**src/rtl/core/abs_pkg.sv**
```systemverilog
// ----------------------------------------------------------------------------
// abs_pkg
// Shared types and constants for the affine bilinear sampler.
// ----------------------------------------------------------------------------
package abs_pkg;

  localparam logic [1:0] REQ_WRITE  = 2'd0;
  localparam logic [1:0] REQ_SAMPLE = 2'd1;
  localparam logic [1:0] REQ_GRAD   = 2'd2;

  localparam logic [2:0] CFG_A_XX     = 3'd0;
  localparam logic [2:0] CFG_A_XY     = 3'd1;
  localparam logic [2:0] CFG_A_YX     = 3'd2;
  localparam logic [2:0] CFG_A_YY     = 3'd3;
  localparam logic [2:0] CFG_SHIFT_X  = 3'd4;
  localparam logic [2:0] CFG_SHIFT_Y  = 3'd5;
  localparam logic [2:0] CFG_CENTER_X = 3'd6;
  localparam logic [2:0] CFG_CENTER_Y = 3'd7;

  localparam int FRAC_BITS = 12;
  localparam int CFG_IDX_W = 4;
  localparam int CFG_DATA_W = 24;
  localparam int POS_W = 12;
  localparam int PIX_W = 16;
  localparam int SAMPLE_W = 28;
  localparam int GRAD_W = 29;
  // Width of the mapped coordinate: 16x13 product, two of them, plus a 25-bit offset.
  localparam int MAP_W = 32;

  typedef struct packed {
    logic signed [15:0] a_xx;
    logic signed [15:0] a_xy;
    logic signed [15:0] a_yx;
    logic signed [15:0] a_yy;
    logic signed [24:0] off_x;
    logic signed [24:0] off_y;
  } xform_t;

  typedef struct packed {
    logic signed [MAP_W-1:0] px;
    logic signed [MAP_W-1:0] py;
  } point_t;

endpackage

```
**src/rtl/core/abs_map.sv**
```systemverilog
// ----------------------------------------------------------------------------
// abs_map
// Affine mapping of an integer point, two registered stages.
// ----------------------------------------------------------------------------
module abs_map
  import abs_pkg::*;
(
  input  logic                    clk,
  input  xform_t                  xf,
  input  logic signed [POS_W:0]   qx,
  input  logic signed [POS_W:0]   qy,
  output point_t                  pt
);

  logic signed [MAP_W-1:0] pxx, pxy, pyx, pyy;

  always_ff @(posedge clk) begin
    pxx <= MAP_W'(xf.a_xx * qx);
    pxy <= MAP_W'(xf.a_xy * qy);
    pyx <= MAP_W'(xf.a_yx * qx);
    pyy <= MAP_W'(xf.a_yy * qy);
    pt.px <= pxx + pxy + MAP_W'(xf.off_x);
    pt.py <= pyx + pyy + MAP_W'(xf.off_y);
  end

endmodule

```
**config.mk**
```make
export PLATFORM = sky130hd
export DESIGN_NAME = abs_map
export DESIGN_NICKNAME = d
export VERILOG_FILES = /design/src/rtl/core/abs_pkg.sv /design/src/rtl/core/abs_map.sv
export SDC_FILE = /design/constraint.sdc
export NUM_CORES = 2
export LEC_CHECK = 0
export BUFFER_PORTS_ARGS = -buffer_cell sky130_fd_sc_hd__buf_2
export CORE_MARGIN = 4
export CORE_UTILIZATION = 65
export CTS_BUF_LIST = sky130_fd_sc_hd__clkbuf_4 sky130_fd_sc_hd__clkbuf_8 sky130_fd_sc_hd__clkbuf_16
export DETAILED_ROUTE_END_ITERATION = 16
export PLACE_DENSITY_LB_ADDON = 0.1
export SLEW_MARGIN = 20
export SYNTH_ARGS = -nofsm -noshare
export SYNTH_HDL_FRONTEND = slang
export SYNTH_SLANG_ARGS = --single-unit
```
**constraint.sdc**
```tcl
create_clock -name clk -period 8.3 [get_ports clk]
set_clock_uncertainty 0.15 [all_clocks]
set_input_delay 1.245 -clock clk [delete_from_list [all_inputs] [get_ports clk]]
set_output_delay 1.245 -clock clk [all_outputs]
set_load 0.05 [all_outputs]
```
==> metrics.md <==
| Metric | Value |
|---|---|
| Overall overflow remaining after global route | 0 |
| Vias in the first global route | 27700 |
| Portion of netlist area occupied by mux cells | 0.0801% |
| Number of top-level pins | 205 |
| Die outline height | 248 um |
| Max Cap Violations | 0 |
| Post-route DRC | 0 |
| Maximum clock path buffer count | 2 |
| Sinks on the clock net | 178 |
| Finish-stage setup viols | 0 |
| Vias/cell | 5.44 |
| Global-route wire length before repair | 140000 um |
| Run status | finished clean |
| Area growth, synth to finish | 5.38% |
| Count of flip-flops with a built-in enable after synthesis | 0 |
| Std cell rows | 87 |
| Routability congestion estimate from global placement | 0.909 |
| Class of the tightest hold or removal check | register to register |
| Compound-gate portion of the synthesized area | 6.29% |
| Unrepaired setup endpoints after global routing | false |
| Number of iterations in the first detailed-routing pass | 5 |
| Total GRT Usage | 28.8% |
| Synthesized netlist net count | 5251 |
| Parity-gate share of the synthesized area counting xor and xnor cells | 3.90% |
| Simple-gate area share of the yosys netlist | 14.1% |
| Start point of the critical path | qx[4] |
| Total clock buffers created by CTS | 17 |
| Startpoint Class | input pin |
| Synth unique cells | 80 |
| Post-Synthesis Cells | 3920 |
| Type of the setup path with the least slack | input pin to register |
| Horiz. Die Dim | 248 um |
| Master cell of the clock root buffer | sky130_fd_sc_hd__clkbuf_16 |
| Detail Placement HPWL | 68700 um |
| Number of resized instances in the post-cts repair step | 0 |
| Detail Route Antenna Nets | 0 |
| Fraction of the mapped netlist area in adder cells | 56.5% |
| Critical path fanouts, max | 32 |
| Latest clock arrival within the worst-skew pair | 0.46 ns |
| Number of antenna violations at the first check in global routing | 8 |
| Max Clock Freq | 144 MHz |
| Launch instance of the worst register-to-register path | pxx[1]$_DFF_P_ |
| Final worst-path cycle share | 83.8% |
| YS warnings | 0 |
| Core box area | 0.0567 mm^2 |
| Ratio of cells with drive above 1 in the final layout | 6.68% |
| Actual slew at the worst max-slew pin | 0.787 ns |
| Crit path time final | 6.95 ns |
| Worst Hold Depth | 3 |
| Data required, critical path | 8.49 ns |
| Vias | 26000 |
| Die area | 0.0616 mm^2 |
| Number of nets in the layout | 5329 |
| Launch point of the worst hold path | pyy[0]$_DFF_P_ |
| R2R depth | 13 |
| Most common cell after layout, fill and taps aside | sky130_fd_sc_hd__fa_1 |
| Combinational family with the most area after synthesis | adder cells |
| FF+latch count, synth | 178 |
| Clock transition at path regs | 0.07 ns |
| Detailed Route Iter0 Violations | 1315 |
| Top library cells by usage in the layout, fill and taps aside | sky130_fd_sc_hd__fa_1, sky130_fd_sc_hd__inv_1, sky130_fd_sc_hd__nand2_1 |
| Final-layout setup total negative slack | 0 ns |
| Pins over their slew limit | 0 |
| Effective utilization at floorplan | 66.1% |
| H-tree levels | 4 |
| Wire length reported by the detailed router | 83000 um |
| Signal arrival time at the worst endpoint | 7.14 ns |
| Synth Area per Inst | 9.56 um^2 |
| Number of I/O port buffers | 204 |
| Number of buffers inserted by post-CTS setup repair | 0 |
| Avg WL per Cell | 17.4 um |
| Post-Place Setup Slack | 0.918 ns |
| Fraction of registers with async set or reset after synthesis | 0% |
| Top_reg_cell synth | sky130_fd_sc_hd__dfxtp_1 |
| Total of hold buffers inserted after clock tree synthesis | 0 |
| Kind of end point of the critical path | register |
| Number of hold violations in the final report | 0 |
| Netlist area before placement | 0.0375 mm^2 |
| Slew headroom | 47.5% |
| Maximum number of pins on one net before global-route repair | 33 |
| TritonCTS clock tree | yes |
| Register area share after synthesis | 9.51% |
| PnR worst setup slack | 1.35 ns |
==> logic make-up after synthesis <==
group | after synthesis
multiplexers | 3
buffers and inverters | 954
XOR/XNOR | 167
adder cells (fa/ha/maj) | 1190
flip-flops | 178
AND/OR/NAND/NOR | 1078
AO/OA/AOI/OAI | 350
==> per-layer routing <==
layer / track usage [%] / part of all wire, %
met5: 0 / 0.051
met2: 47.3 / 48
met4: 7.03 / 2.2
met1: 40.1 / 43
met3: 5.66 / 6.9
==> synth_stat cells, types with 3 or more instances <==
cell / instances / area [um^2]
sky130_fd_sc_hd__xnor2_1: 136 / 1190
sky130_fd_sc_hd__nor4_1: 10 / 62.6
sky130_fd_sc_hd__o21ai_0: 51 / 255
sky130_fd_sc_hd__and2_1: 360 / 2250
sky130_fd_sc_hd__a21o_1: 64 / 480
sky130_fd_sc_hd__nand3_1: 20 / 100
sky130_fd_sc_hd__o211ai_1: 7 / 52.6
sky130_fd_sc_hd__and3_1: 14 / 87.6
sky130_fd_sc_hd__nand4_1: 7 / 43.8
sky130_fd_sc_hd__fa_1: 840 / 16800
sky130_fd_sc_hd__ha_1: 350 / 4380
sky130_fd_sc_hd__o21a_1: 17 / 128
sky130_fd_sc_hd__nand2_1: 469 / 1760
sky130_fd_sc_hd__o21ai_1: 10 / 50.1
sky130_fd_sc_hd__a22oi_1: 3 / 22.5
sky130_fd_sc_hd__nor3_1: 30 / 150
sky130_fd_sc_hd__a21oi_1: 103 / 515
sky130_fd_sc_hd__o31a_1: 3 / 26.3
sky130_fd_sc_hd__xor2_1: 31 / 272
sky130_fd_sc_hd__a31o_2: 3 / 26.3
sky130_fd_sc_hd__and4_1: 5 / 43.8
sky130_fd_sc_hd__inv_1: 802 / 3010
sky130_fd_sc_hd__or3_1: 3 / 18.8
sky130_fd_sc_hd__o41ai_1: 3 / 26.3
sky130_fd_sc_hd__nand2b_1: 24 / 150
sky130_fd_sc_hd__o31ai_1: 3 / 22.5
sky130_fd_sc_hd__a211oi_1: 12 / 90.1
sky130_fd_sc_hd__nand3b_1: 3 / 22.5
sky130_fd_sc_hd__o21bai_1: 18 / 135
sky130_fd_sc_hd__clkbuf_1: 145 / 544
sky130_fd_sc_hd__dfxtp_1: 178 / 3560
sky130_fd_sc_hd__nor2b_1: 11 / 68.8
sky130_fd_sc_hd__o311ai_0: 3 / 26.3
sky130_fd_sc_hd__mux2i_1: 3 / 30.0
sky130_fd_sc_hd__nor2_1: 107 / 402
sky130_fd_sc_hd__or4_1: 4 / 30.0
sky130_fd_sc_hd__a31oi_1: 10 / 62.6
sky130_fd_sc_hd__o21ai_2: 3 / 26.3
sky130_fd_sc_hd__o22ai_1: 3 / 18.8
==> registers in the layout (all words and copies together) (netlist names) <==
signal  count
pxy        29
pyx        29
pyy        29
pxx        29
pt         62
==> stage by stage <==
step | area, um^2 | util (%) | cells | hold slack (ns)
5_1_grt | 39500 | 69.6 | 4769 | 0.476
6_report | 39500 | 69.6 | 4771 | 0.435
3_3_place_gp | 38900 | 68.6 | 4735 | 0.413
3_5_place_dp | 38900 | 68.6 | 4735 | 0.424
2_1_floorplan | 37500 | - | 3920 | 0.399
4_1_cts | 39500 | 69.6 | 4767 | 0.434
==> critical path: stages <==
cell	delay, ns
sky130_fd_sc_hd__buf_2	0.58
sky130_fd_sc_hd__nand2_1	0.17
sky130_fd_sc_hd__fa_1	0.53
sky130_fd_sc_hd__fa_1	0.51
sky130_fd_sc_hd__inv_1	0.05
sky130_fd_sc_hd__fa_1	0.55
sky130_fd_sc_hd__fa_1	0.43
sky130_fd_sc_hd__fa_1	0.46
sky130_fd_sc_hd__fa_1	0.38
sky130_fd_sc_hd__ha_1	0.39
sky130_fd_sc_hd__a21oi_1	0.20
sky130_fd_sc_hd__o21ai_0	0.20
sky130_fd_sc_hd__a22oi_1	0.18
sky130_fd_sc_hd__o311ai_1	0.15
sky130_fd_sc_hd__a31oi_2	0.29
sky130_fd_sc_hd__o21ai_1	0.14
sky130_fd_sc_hd__a2111oi_0	0.40
sky130_fd_sc_hd__nor3_1	0.13
sky130_fd_sc_hd__xnor2_1	0.14
==> final timing paths <==
| kind | to | slack [ns] |
|---|---|---|
| max | pxx[28]$_DFF_P_ | 1.35 |
| min | pt[0]$_DFF_P_ | 0.43 |
| max reg2reg | pt[61]$_DFF_P_ | 4.51 |
| min reg2reg | pt[0]$_DFF_P_ | 0.43 |
==> area by class of cell <==
type                       count  area, um^2
sequential                   178        3560
clock inverter                14         141
inverter                     804        3020
timing repair buffer         209        1060
clock buffer                  18         433
multi-input combinational   2788       30300
tap                          756         946
antenna                        4        10.0
fill                        4547       17200
Power is left out: the tool's default activity adds up to more than one toggle a clock period on the data nets, which glitch-free logic cannot reach.
